`src/hw/rtl/crle_pkg.sv`:
```
`default_nettype none

package crle_pkg;

  // Run counter width; results carry the same width.
  localparam int CountBits = 32;

  // Item modes
  localparam logic [1:0] MODE_BEGIN  = 2'd0;
  localparam logic [1:0] MODE_COLUMN = 2'd1;
  localparam logic [1:0] MODE_END    = 2'd2;

  // Result operation codes
  localparam logic [2:0] OP_CLIP   = 3'd0;
  localparam logic [2:0] OP_MATCH  = 3'd1;
  localparam logic [2:0] OP_INSERT = 3'd2;
  localparam logic [2:0] OP_DELETE = 3'd3;
  localparam logic [2:0] OP_EMPTY  = 3'd4;

  // Gap character '-'
  localparam logic [7:0] GAP_CHAR = 8'd45;

  // Result queue depth and pointer width
  localparam int QueueDepth = 4;
  localparam int QueuePtrW  = $clog2(QueueDepth);

  typedef struct packed {
    logic [1:0]           mode;
    logic [7:0]           ref_char;
    logic [7:0]           query_char;
    logic [CountBits-1:0] qry_start;
    logic [CountBits-1:0] qry_end;
    logic [CountBits-1:0] query_total;
  } item_t;

  typedef struct packed {
    logic [2:0]           op_code;
    logic [CountBits-1:0] run_length;
    logic                 last;
  } result_t;

  // Pushes from the core into the result queue; second only with first.
  typedef struct packed {
    logic first;
    logic second;
  } push_t;

endpackage

`default_nettype wire

```
`src/hw/rtl/crle_in_reg.sv`:
```
`default_nettype none

module crle_in_reg
  import crle_pkg::*;
(
  input  wire logic  clk,
  input  wire logic  rst_n,
  input  wire logic  in_valid,
  output logic       in_ready,
  input  wire item_t in_item,
  input  wire logic  take,
  output logic       item_valid,
  output item_t      item
);

  logic  hold_v_r;
  logic  hold_v_nxt;
  item_t item_r;

  // Accept when empty or when the held item leaves this cycle
  assign in_ready = !hold_v_r || take;

  always_comb begin
    hold_v_nxt = hold_v_r;
    if (take) begin
      hold_v_nxt = 1'b0;
    end
    if (in_valid && in_ready) begin
      hold_v_nxt = 1'b1;
    end
  end

  always_ff @(posedge clk) begin
    if (!rst_n) begin
      hold_v_r <= 1'b0;
    end else begin
      hold_v_r <= hold_v_nxt;
    end
  end

  // Capture payload on transfer
  always_ff @(posedge clk) begin
    if (in_valid && in_ready) begin
      item_r <= in_item;
    end
  end

  assign item_valid = hold_v_r;
  assign item       = item_r;

endmodule

`default_nettype wire

```
`src/hw/rtl/crle_core.sv`:
```
`default_nettype none

module crle_core
  import crle_pkg::*;
(
  input  wire logic  clk,
  input  wire logic  rst_n,
  input  wire logic  take,
  input  wire item_t item,
  output push_t      push,
  output result_t    res0,
  output result_t    res1
);

  localparam logic [CountBits-1:0] CountMax = {CountBits{1'b1}};
  localparam logic [CountBits-1:0] CountOne = {{(CountBits-1){1'b0}}, 1'b1};

  logic [1:0]           open_op_r;
  logic [1:0]           open_op_nxt;
  logic [CountBits-1:0] open_count_r;
  logic [CountBits-1:0] open_count_nxt;

  logic [1:0]           col_op;
  logic                 run_open;
  logic [CountBits:0]   span;
  logic [CountBits-1:0] tail;
  logic                 has_tail;
  result_t              run_res;
  result_t              tail_res;

  // Classify the column
  always_comb begin
    if (item.ref_char == GAP_CHAR) begin
      col_op = OP_INSERT[1:0];
    end else if (item.query_char == GAP_CHAR) begin
      col_op = OP_DELETE[1:0];
    end else begin
      col_op = OP_MATCH[1:0];
    end
  end

  assign run_open = (open_count_r != '0);

  // Trailing clip: total - end - 1, zero unless total exceeds end + 1
  assign span     = {1'b0, item.query_total} - {1'b0, item.qry_end};
  assign has_tail = !span[CountBits] && (span[CountBits-1:0] > CountOne);
  assign tail     = span[CountBits-1:0] - CountOne;

  assign run_res.op_code     = {1'b0, open_op_r};
  assign run_res.run_length  = open_count_r;
  assign run_res.last        = 1'b0;
  assign tail_res.op_code    = OP_CLIP;
  assign tail_res.run_length = tail;
  assign tail_res.last       = 1'b1;

  // Decide results and the next open run
  always_comb begin
    open_op_nxt    = open_op_r;
    open_count_nxt = open_count_r;
    push           = '0;
    res0           = run_res;
    res1           = tail_res;
    case (item.mode)
      MODE_BEGIN: begin
        open_op_nxt    = OP_CLIP[1:0];
        open_count_nxt = item.qry_start;
      end
      MODE_COLUMN: begin
        if (run_open && (col_op == open_op_r)) begin
          if (open_count_r != CountMax) begin
            open_count_nxt = open_count_r + CountOne;
          end
        end else begin
          push.first     = run_open;
          open_op_nxt    = col_op;
          open_count_nxt = CountOne;
        end
      end
      MODE_END: begin
        push.first     = 1'b1;
        open_op_nxt    = OP_CLIP[1:0];
        open_count_nxt = '0;
        if (run_open) begin
          res0.last   = !has_tail;
          push.second = has_tail;
        end else if (has_tail) begin
          res0 = tail_res;
        end else begin
          res0.op_code    = OP_EMPTY;
          res0.run_length = '0;
          res0.last       = 1'b1;
        end
      end
      default: begin
        // drop unused mode
      end
    endcase
    if (!take) begin
      push           = '0;
      open_op_nxt    = open_op_r;
      open_count_nxt = open_count_r;
    end
  end

  always_ff @(posedge clk) begin
    if (!rst_n) begin
      open_op_r    <= OP_CLIP[1:0];
      open_count_r <= '0;
    end else begin
      open_op_r    <= open_op_nxt;
      open_count_r <= open_count_nxt;
    end
  end

endmodule

`default_nettype wire

```
`src/hw/rtl/crle_out_queue.sv`:
```
`default_nettype none

module crle_out_queue
  import crle_pkg::*;
(
  input  wire logic    clk,
  input  wire logic    rst_n,
  input  wire push_t   push,
  input  wire result_t res0,
  input  wire result_t res1,
  output logic         room,
  output logic         out_valid,
  input  wire logic    out_ready,
  output result_t      out_res
);

  result_t              mem_r [QueueDepth];
  logic [QueuePtrW-1:0] wr_ptr_r;
  logic [QueuePtrW-1:0] wr_ptr_nxt;
  logic [QueuePtrW-1:0] rd_ptr_r;
  logic [QueuePtrW-1:0] rd_ptr_nxt;
  logic [QueuePtrW:0]   count_r;
  logic [QueuePtrW:0]   count_nxt;
  logic [QueuePtrW:0]   n_push;
  logic                 pop;

  // Room for the two results an end item can bring
  assign room      = (count_r <= (QueuePtrW + 1)'(QueueDepth - 2));
  assign out_valid = (count_r != '0);
  assign out_res   = mem_r[rd_ptr_r];
  assign pop       = out_valid && out_ready;

  assign n_push = (QueuePtrW + 1)'(push.first) + (QueuePtrW + 1)'(push.second);

  always_comb begin
    wr_ptr_nxt = wr_ptr_r + n_push[QueuePtrW-1:0];
    rd_ptr_nxt = rd_ptr_r + QueuePtrW'(pop);
    count_nxt  = count_r + n_push - (QueuePtrW + 1)'(pop);
  end

  always_ff @(posedge clk) begin
    if (!rst_n) begin
      wr_ptr_r <= '0;
      rd_ptr_r <= '0;
      count_r  <= '0;
    end else begin
      wr_ptr_r <= wr_ptr_nxt;
      rd_ptr_r <= rd_ptr_nxt;
      count_r  <= count_nxt;
    end
  end

  // Store results in order
  always_ff @(posedge clk) begin
    if (push.first) begin
      mem_r[wr_ptr_r] <= res0;
    end
    if (push.second) begin
      mem_r[wr_ptr_r + QueuePtrW'(1)] <= res1;
    end
  end

endmodule

`default_nettype wire

```
`src/hw/rtl/cigar_run_length_encoder.sv`:
```
// Chan | Dir | Handshake           | Payload
// in   | in  | in_valid/in_ready   | mode, ref_char, query_char, qry_start, qry_end, query_total
// out  | out | out_valid/out_ready | op_code, run_length, last
//
// An item is registered on transfer and processed once the result queue has room
// for its results; its results are written into the result queue, from which they transfer.
// One item per cycle is sustained while items average at most one result and
// out_ready stays high; an end item can place two results in the four-entry result
// queue, and items stall only while fewer than two entries are free there.
// Synchronous active-low reset clears the open run and empties the queue.
`default_nettype none

module cigar_run_length_encoder
  import crle_pkg::*;
(
  input  wire logic                 clk,
  input  wire logic                 rst_n,
  input  wire logic                 in_valid,
  output logic                      in_ready,
  input  wire logic [1:0]           in_mode,
  input  wire logic [7:0]           in_ref_char,
  input  wire logic [7:0]           in_query_char,
  input  wire logic [CountBits-1:0] in_qry_start,
  input  wire logic [CountBits-1:0] in_qry_end,
  input  wire logic [CountBits-1:0] in_query_total,
  output logic                      out_valid,
  input  wire logic                 out_ready,
  output logic [2:0]                out_op_code,
  output logic [CountBits-1:0]      out_run_length,
  output logic                      out_last
);

  item_t   in_item;
  item_t   item;
  logic    item_valid;
  logic    room;
  logic    take;
  push_t   push;
  result_t res0;
  result_t res1;
  result_t out_res;

  assign in_item.mode        = in_mode;
  assign in_item.ref_char    = in_ref_char;
  assign in_item.query_char  = in_query_char;
  assign in_item.qry_start   = in_qry_start;
  assign in_item.qry_end     = in_qry_end;
  assign in_item.query_total = in_query_total;

  // Process the held item when the queue can take its results
  assign take = item_valid && room;

  crle_in_reg u_in_reg (
    .clk        (clk),
    .rst_n      (rst_n),
    .in_valid   (in_valid),
    .in_ready   (in_ready),
    .in_item    (in_item),
    .take       (take),
    .item_valid (item_valid),
    .item       (item)
  );

  crle_core u_core (
    .clk   (clk),
    .rst_n (rst_n),
    .take  (take),
    .item  (item),
    .push  (push),
    .res0  (res0),
    .res1  (res1)
  );

  crle_out_queue u_queue (
    .clk       (clk),
    .rst_n     (rst_n),
    .push      (push),
    .res0      (res0),
    .res1      (res1),
    .room      (room),
    .out_valid (out_valid),
    .out_ready (out_ready),
    .out_res   (out_res)
  );

  assign out_op_code    = out_res.op_code;
  assign out_run_length = out_res.run_length;
  assign out_last       = out_res.last;

endmodule

`default_nettype wire

```
`config.mk`:
```
export PLATFORM = sky130hd
export DESIGN_NAME = cigar_run_length_encoder
export DESIGN_NICKNAME = d
export VERILOG_FILES = /design/src/hw/rtl/crle_pkg.sv /design/src/hw/rtl/crle_in_reg.sv /design/src/hw/rtl/crle_core.sv /design/src/hw/rtl/crle_out_queue.sv /design/src/hw/rtl/cigar_run_length_encoder.sv
export SDC_FILE = /design/constraint.sdc
export NUM_CORES = 1
export LEC_CHECK = 0
export ABC_AREA = 1
export BUFFER_PORTS_ARGS = -buffer_cell sky130_fd_sc_hd__clkbuf_2
export CAP_MARGIN = 20
export CORE_MARGIN = 2
export CORE_UTILIZATION = 45
export CTS_BUF_LIST = sky130_fd_sc_hd__clkbuf_16
export DETAILED_ROUTE_END_ITERATION = 16
export PLACE_DENSITY_LB_ADDON = 0.15
export SETUP_SLACK_MARGIN = 0.15
export SLEW_MARGIN = 20
export SYNTH_ARGS = -nofsm -noshare
export SYNTH_HDL_FRONTEND = slang
export SYNTH_SLANG_ARGS = --single-unit
```
`constraint.sdc`:
```
create_clock -name clk -period 11.3 [get_ports clk]
set_input_delay 2.26 -clock clk [delete_from_list [all_inputs] [get_ports clk]]
set_output_delay 2.26 -clock clk [all_outputs]
set_load 0.01 [all_outputs]
```
# --- Word-level counts from Yosys, hierarchy flattened ---
# Memories as Yosys holds them, arrays and structs flattened. A register that Yosys moved wholly into a read port is not among the register bits.
# Index checks and enable logic that the tools add are counted.
op_classes:
  n_mux: 23
  eq_ne: 8
  add_sub_neg: 9
  reduce_logical: 18
  magnitude_cmp: 2
op_table:
  columns: ["operator", "count"]
  rows:
  - ["32-bit case mux with 3 select lines", 1]
  - ["36-bit two-way mux", 2]
  - ["32-bit two-way mux", 2]
  - ["35-bit two-way mux", 1]
  - ["32-bit by 32-bit subtractor with 33-bit output", 1]
  - ["32-bit by 1-bit adder with 32-bit output (second input constant)", 1]
  - ["32-bit by 1-bit greater-than comparator with 1-bit output (second input constant)", 1]
  - ["32-bit inequality test (second input constant)", 1]
  - ["32-bit nonzero test", 1]
  - ["32-bit by 1-bit subtractor with 32-bit output (second input constant)", 1]
  - ["8-bit by 6-bit equality test with 1-bit output (second input constant)", 2]
  - ["1-bit two-way mux", 10]
  - ["2-bit two-way mux", 5]
  - ["3-bit AND reduction", 2]
  - ["3-bit nonzero test", 2]
  - ["1-bit logical AND", 5]
  - ["2-bit case mux with 2 select lines", 1]
  - ["2-bit nonzero test", 2]
  - ["3-bit adder", 1]
  - ["3-bit by 2-bit less-or-equal comparator with 1-bit output (second input constant)", 1]
  - ["1-bit zero test", 3]
  - ["3-bit inequality test (second input constant)", 1]
  - ["3-bit by 1-bit subtractor with 3-bit output", 1]
  - ["1-bit by 1-bit adder with 2-bit output", 1]
  - ["11 further kinds", 11]
word_totals:
  word_cells: 73
  inputBits: 118
  memories: 1
  ramBits: 144
  output_inout_bits: 38
  reg_bits: 156
memory_table:
  columns: ["memory", "words", "word_bits", "read_ports", "rd_clocked_by_memory_dff", "wr", "line", "rtl"]
  rows:
  - ["u_queue.mem_r", 4, 36, 1, 1, 2, "crle_out_queue.sv:17", "result_t mem_r [QueueDepth];"]

# --- Longest topological paths before layout ---
# Gate-level depths: netlist of the first run.
logic_depth:
  word_depth: 11
  depth_mapped: 27
  ltp_nobuf: 27

# --- Modules after synthesis ---
# A second synthesis of the first run with hierarchy kept.
hier_totals:
  hier_cells: 2328
  area_unflattened_um2: 18117.4
by_module_without_submodules:
  columns: ["mod", "cells_per_inst", "n_inst", "seq_area_each_um2", "area_each_um2"]
  rows:
  - ["crle_out_queue", 833, 1, 4464.3, 7592.3]
  - ["crle_core", 1372, 1, 680.7, 7043.0]
  - ["crle_in_reg", 121, 1, 3443.3, 3474.6]
  - ["cigar_run_length_encoder", 2, 1, 0.0, 7.5]

# --- Worst setup path after synthesis of the first run ---
# No wires, ideal clock.
synth_path:
  path_kind: "input -> register"
  startpoint: "in in_valid"
  endpoint: "reg u_in_reg.item_r, in the netlist u_in_reg.item[0] (enable)"
  arrival_time_ps: 7796
  stages: 2
  slack_ps: 2879
  path_buffers: 0
  setup_ps: 624
  cell_sequence: "inv_1 a21oi_1"
synth_via:
  elab_chain_len: 1
synth_rtl:
  columns: ["item", "line", "rtl"]
  rows:
  - ["from (decl)", "cigar_run_length_encoder.sv:18", "input wire logic in_valid,"]
  - ["1-bit logical AND", "crle_in_reg.sv:43", "if (in_valid && in_ready) begin"]
  - ["to (signal assigned)", "crle_in_reg.sv:44", "item_r <= in_item;"]
  - ["to (decl)", "crle_in_reg.sv:18", "item_t item_r;"]
# Every way passes these cells.
# A chain may end at the register's enable or synchronous reset.

==> results.yml, run 1 <==
worst_setup_path:
  crit_arrival_ns: 2.66
  cp-start-kind: "register"
  cp_max_fo: 74
  crit_path_end_kind: "primary output"
  reg2reg_depth: 21
  required_ns: 9.04
  r2r_end: "u_queue.mem_r[0][3]"
  r2r_slack_ns: 6.77
  criticalPathCategory: "reg2out"
  timing.rr.start: "u_in_reg.item[32]"
placement:
  port_buffers: 155
  place_area_sq_um: 18800
  hpwl_um: 35300
  place.gp.congestion: 0.902
timing:
  maxSlewHeadroom: 0.231
  timing.hold.ws_ns: 0.470
  rsz0062_at_grt: "false"
  hold_violations: 0
  timing.final.crit_share: 0.435
  slew_violations: 0
  fin_crit_ns: 4.92
  max_freq_mhz: 203
  setup_violations: 0
  tns_ns: 0
  fin_skew_ns: 0.0233
  worst_slew_pin_slew_ns: 1.15
yosys:
  yosys-top-cells-area: "edfxtp_1 42%, nand2_1 17%, dfxtp_1 6.6%"
  ys_seq_area_frac: 0.481
  synth.avg_cell_area_sq_um: 7.86
  yosysWarnings: 0
  synth-seq-cells: 300
  yosysUniqueCellTypes: 48
  synth_top_area_frac: 0.415
  syn_inst: 2226
  synth_area_sq_um: 17500
  synth_enable_flop_cells: 242
  yosysTopAreaCell: "edfxtp_1"
  synth-async-reset-ratio: 0
  ys.flop_type: "edfxtp_1"
  syn_nets: 2392
clock_tree:
  h-tree-depth: 2
  post_cts_buffers: 0
  cts-root-buf: "clkbuf_16"
  clock-sinks: 300
  clkTransAtPathRegs_ns: 0.06
  clk_path_buf_depth: 3
  tritoncts: "built"
  cts_buffers: 35
  ctsHoldBuffers: 0
  postCtsResizedCells: 0
  clk_latency_ns: 0.57
finish:
  layout.cells.most_common: "nand2_1"
  drive_gt1_frac: 0.134
  nNetsFinal: 2532
  design_area_sq_um: 19900
  final_cell_mix: "780 x nand2_1, 289 x inv_1, 242 x edfxtp_1, 197 x nor2_1, 155 x clkbuf_2"
  n_antenna_cell: 0
  fillers: 3807
  syn_to_final_growth_pct: 13.4
  fin_util: 0.515
min_path:
  hp-class: "reg2reg"
  min_from: "u_queue.mem_r[1][0]"
  min_to: "u_queue.mem_r[1][0]"
  whs_path_depth: 2
power_and_ir_drop:
  ir_worst_vdd_uv: 150
  power_density_nw_per_um2: 175
  power_mw: 3.48
  p_leak_nw: 9.08
route:
  drt_iter0_markers: 1094
  wl_um: 49600
  via_per_inst: 5.13
  num_vias: 14900
  post_drt_wl_per_cell_um: 17.0
  drt_pass1_iterations: 6
  drc: 0
  ant_nets: 0
global_routing:
  grt-ovfl-total: 0
  grtUsageMet1: 0.333
  grt_util_all_layers: 0.246
  grtUsageMet3: 0.0402
  grt_max_degree: 81
  grt_use_met2: 0.399
  grt_pass1_vias: 14400
  grt.busiest_layer: "met2"
  grt_pass1_wl_um: 78500
  grt_antenna_before_repair: 0
floorplan:
  dieArea_sq_um: 40500
  core-area_sq_um: 38600
  start_util: 0.454
  die_w_um: 201
  rows: 72
  die-height_um: 201
  ios: 156
flow_run:
  maxCapViolations: 0
status:
  run_status: "finished, final reports clean"
==> worst max-delay path, cell delays in order, from the launching register on <==
cell,delay (ns)
dfxtp_2,0.31
buf_4,0.33
clkinv_1,0.10
buf_4,0.56
o21ai_0,0.18
o22ai_1,0.31
clkbuf_2,0.20
==> state kept, by name (all words and copies together) (netlist names) <==
name,count
u_in_reg.item_valid,1
u_queue.wr_ptr_r,2
u_queue.count_r,3
u_queue.rd_ptr_r,2
u_in_reg.item,114
u_core.open_op_r,2
u_queue.mem_r,144
u_core.open_count_r,32
==> through the flow <==
| step | worst slack [ns] | instances |
|---|---|---|
| 2_1_floorplan | 2.88 | 2226 |
| 3_3_place_gp | 6.86 | 2846 |
| 3_5_place_dp | 6.75 | 2847 |
| 4_1_cts | 6.36 | 2909 |
| 5_1_grt | 6.14 | 2909 |
| 6_report | 6.38 | 2909 |
==> how the worst max path moves through the flow <==
stage                            to           startpoint  cells after the start  slack (ns)
5_1_grt          out_run_length[22]  u_queue.rd_ptr_r[0]                      6        6.14
2_1_floorplan      u_in_reg.item[0]             in_valid                      2        2.88
4_1_cts           out_run_length[0]  u_queue.rd_ptr_r[0]                      6        6.36
6_report         out_run_length[22]  u_queue.rd_ptr_r[0]                      6        6.38
3_5_place_dp   u_queue.mem_r[0][10]    u_in_reg.item[32]                     21        6.75
3_3_place_gp   u_queue.mem_r[0][12]     u_in_reg.item[0]                     22        6.86
==> Yosys cell counts (7+ instances only) <==
cell / n
o21ai_0: 123
xor2_1: 51
o22ai_1: 36
edfxtp_1: 242
ha_1: 46
nand2_1: 784
dfxtp_1: 58
nor4_1: 10
nor2_2: 15
o21ai_2: 7
nor3_1: 17
inv_2: 23
buf_6: 10
inv_1: 278
nor2_1: 199
a221oi_1: 25
clkbuf_1: 49
a21oi_1: 42
nand2_2: 31
o21ai_1: 8
and2_1: 7
nand3_1: 87
nand4_1: 26
==> layer usage <==
metal,share of wire,vias to the layer above,wire (um)
met5,0,-,0
met4,0.031,0,1540
met3,0.057,91,2840
met2,0.46,436,22700
met1,0.45,6936,22400
li1,-,7468,-
==> kinds of logic (layout without fill, tap and decap cells) <==
kind of cell,Yosys count,in the layout,share of synthesized area
buffers and inverters,371,536,0.0847
adder cells (fa/ha/maj),48,48,0.0352
XOR/XNOR,58,58,0.0303
AO/OA/AOI/OAI,255,255,0.0852
AND/OR/NAND/NOR,1194,1194,0.283
flip-flops,300,300,0.481
==> where the power goes <==
group	switching [mW]	total, mW	internal, mW
Clock	0.465	1.10	0.636
Combinational	0.746	1.05	0.305
Sequential	0.0429	1.33	1.28
==> final cells by class <==
type	instances	area, sq um	share of cell area
repair buffers	166	878	0.0442
flip-flops and latches	300	8430	0.424
multi-input cells	1555	7630	0.384
inverters	308	1160	0.0586
clock buffers	35	876	0.0441
clock inverters	27	233	0.0117
well taps	518	648	0.0326
No activity file was read; power rests on OpenSTA's default activity.
==> run 2: changes to the inputs <==
==> constraint.sdc (replaced) <==
create_clock -name clk -period 4.3 [get_ports clk]
set_input_delay 0.86 -clock clk [delete_from_list [all_inputs] [get_ports clk]]
set_output_delay 0.86 -clock clk [all_outputs]
set_load 0.01 [all_outputs]
==> run 2 against run 1 <==
  * Sequential share of layout area down 0.41 points
  * Largest cell class unchanged
  * Cell count increased by 0.55%
  * Critical endpoint is now u_queue.count_r[2]
  * Highest routed layer unchanged
  * Critical path depth increased by 17
  * Core utilization increased by 0.51 points
  * Worst setup slack worse by 5.9 ns
  * First-iteration DRC count is 19% higher
  * Die area did not move
  * Global-route usage is 0.19 points lower
  * Clock skew up 0.0013 ns
  * Hold slack got worse by 0.0050 ns
  * Register-to-register slack got worse by 6.3 ns
==> results.yml, run 2 (same netlist as run 1, synthesis figures left out) <==
status:
  run_status: "finished, final reports clean"
placement:
  port_buffers: 155
  hpwl_um: 35600
  dp_cells: 2860
  place.gp.congestion: 0.886
  place_area_sq_um: 18800
worst_setup_path:
  timing.rr.start: "u_in_reg.item[32]"
  r2r_end: "u_queue.count_r[2]"
  critical_path.slowest_cell: "fa_1"
  cp_cell_sequence: "ha_1, fa_1, inv_2, nand2_1, nand2_1, nand3_1, nand2_2, nand2_1, nand2_1, nand2_1, nand2_1, nand3_1, nor2_2, nand2_2, nor2_4, nand2_4, nand4_4, clkinv_4, ha_1, ha_1, fa_1, o21ai_1, a21oi_1"
  required_ns: 4.74
  crit_buf_inv: 2
  crit_path_end_kind: "register"
  critical_path.max_stage_delay_ns: 0.40
  cp_max_fo: 5
  startpoint: "u_in_reg.item[32]"
  crit_top_cell: "nand2_1"
  reg2reg_depth: 23
  path_delay_family: "adder cells"
  criticalPathCategory: "reg2reg"
  cp-start-kind: "register"
  r2r_slack_ns: 0.49
  crit_arrival_ns: 4.25
global_routing:
  grt_pass1_vias: 14500
  grt_max_degree: 74
  grt_pass1_wl_um: 77800
  grt-ovfl-total: 0
  grt_antenna_before_repair: 0
  grt_util_all_layers: 0.245
route:
  num_vias: 15000
  drt_iter0_markers: 1300
  via_per_inst: 5.12
  drc: 0
  drt_pass1_iterations: 6
  ant_nets: 0
  post_drt_wl_per_cell_um: 16.8
  wl_um: 49300
power_and_ir_drop:
  power_mw: 9.20
  p_leak_nw: 9.14
  ir_worst_vdd_uv: 357
  power_density_nw_per_um2: 459
finish:
  drive_gt1_frac: 0.151
  design_area_sq_um: 20100
  largest_reg_flops: 144
  syn_to_final_growth_pct: 14.6
  layoutNonFillerInstCount: 2925
  fillers: 3802
  layout.cells.most_common: "nand2_1"
  regMostFlops: "u_queue.mem_r"
  final_cell_mix: "776 x nand2_1, 282 x inv_1, 242 x edfxtp_1, 193 x nor2_1, 155 x clkbuf_2"
  nNetsFinal: 2546
  n_antenna_cell: 0
floorplan:
  die_w_um: 201
  ios: 156
  start_util: 0.454
  dieArea_sq_um: 40500
  rows: 72
  core-area_sq_um: 38600
  die-height_um: 201
timing:
  fin_skew_ns: 0.0246
  max_freq_mhz: 262
  setup_violations: 0
  rsz0062_at_grt: "false"
  maxSlewHeadroom: 0.380
  slew_violations: 0
  tns_ns: 0
  timing.final.crit_share: 0.886
  worst_slew_pin_slew_ns: 0.928
  hold_violations: 0
  fin_crit_ns: 3.81
clock_tree:
  clkTransAtPathRegs_ns: 0.06
  ctsHoldBuffers: 0
  tritoncts: "built"
  clk_latency_ns: 0.56
  clk_path_buf_depth: 3
  h-tree-depth: 2
  cts-root-buf: "clkbuf_16"
  cts_buffers: 35
  clock-sinks: 300
flow_run:
  maxCapViolations: 0
min_path:
  whs_path_depth: 2
  min_from: "u_queue.mem_r[1][34]"
  hp-class: "reg2reg"
  min_to: "u_queue.mem_r[1][34]"
## run 2: cell types whose count changed in the layout (fill, tap and decap cells not counted), moves of 3 or more
cell / before / now
inv_1: 289 / 282
nor2_2: 15 / 21
ha_2: 0 / 7
ha_1: 46 / 38
buf_4: 10 / 23
nand2_1: 780 / 776
nand2_2: 35 / 39
clkinv_2: 4 / 8
nor2_1: 197 / 193
clkinvlp_4: 1 / 4
## run 2: worst max-delay path by stage
stage               slack, ns  cells after the start              endpoint
finish                   0.49                     23    u_queue.count_r[2]
floorplan                0.71                     22  u_queue.mem_r[1][10]
global placement         0.44                     23    u_queue.count_r[2]
global route             0.13                     23    u_queue.count_r[2]
CTS                      0.38                     23    u_queue.count_r[2]
detailed placement       0.40                     23    u_queue.count_r[2]
## run 2: metal layers
layer | up-vias | GRT usage | wire length (um)
met1 | 6882 | 0.326 | 21800
met2 | 507 | 0.399 | 22500
met3 | 87 | 0.0373 | 3200
met4 | 0 | 0.103 | 1780
met5 | - | 0 | 0
li1 | 7512 | - | -
## run 2: area by class of cell
cell class / count / area, sq um / area share
tap: 518 / 648 / 0.0323
multi-input combinational: 1555 / 7690 / 0.383
timing repair buffer: 180 / 988 / 0.0493
clock inverter: 28 / 236 / 0.0118
sequential: 300 / 8430 / 0.420
inverter: 308 / 1170 / 0.0581
clock buffer: 36 / 901 / 0.0449
## run 2: worst min-delay path: cells and delay by family (launching register included)
kind             cells  cell delay, ns
flip-flops           1            0.30
AND/OR/NAND/NOR      2            0.12
## run 2: metrics by stage
step,worst slack (ns),hold slack [ns],util
final,0.490,0.465,0.520
after global routing,0.132,0.468,0.520
after CTS,0.384,0.458,0.518
after detailed placement,0.396,0.457,0.488
after global placement,0.436,0.454,0.488
after floorplan,0.707,0.437,-
## run 2: report_power, final
part | leakage, nW | switching, mW | internal, mW
Clock | 0.571 | 1.21 | 1.72
Combinational | 5.93 | 1.96 | 0.830
Sequential | 2.64 | 0.119 | 3.37
Total | 9.14 | 3.28 | 5.92
## run 2: repair_timing
item,4_1_cts,5_1_grt
gates resized for setup,0,26
endpoints found under the setup margin,0,2
setup buffers,0,1
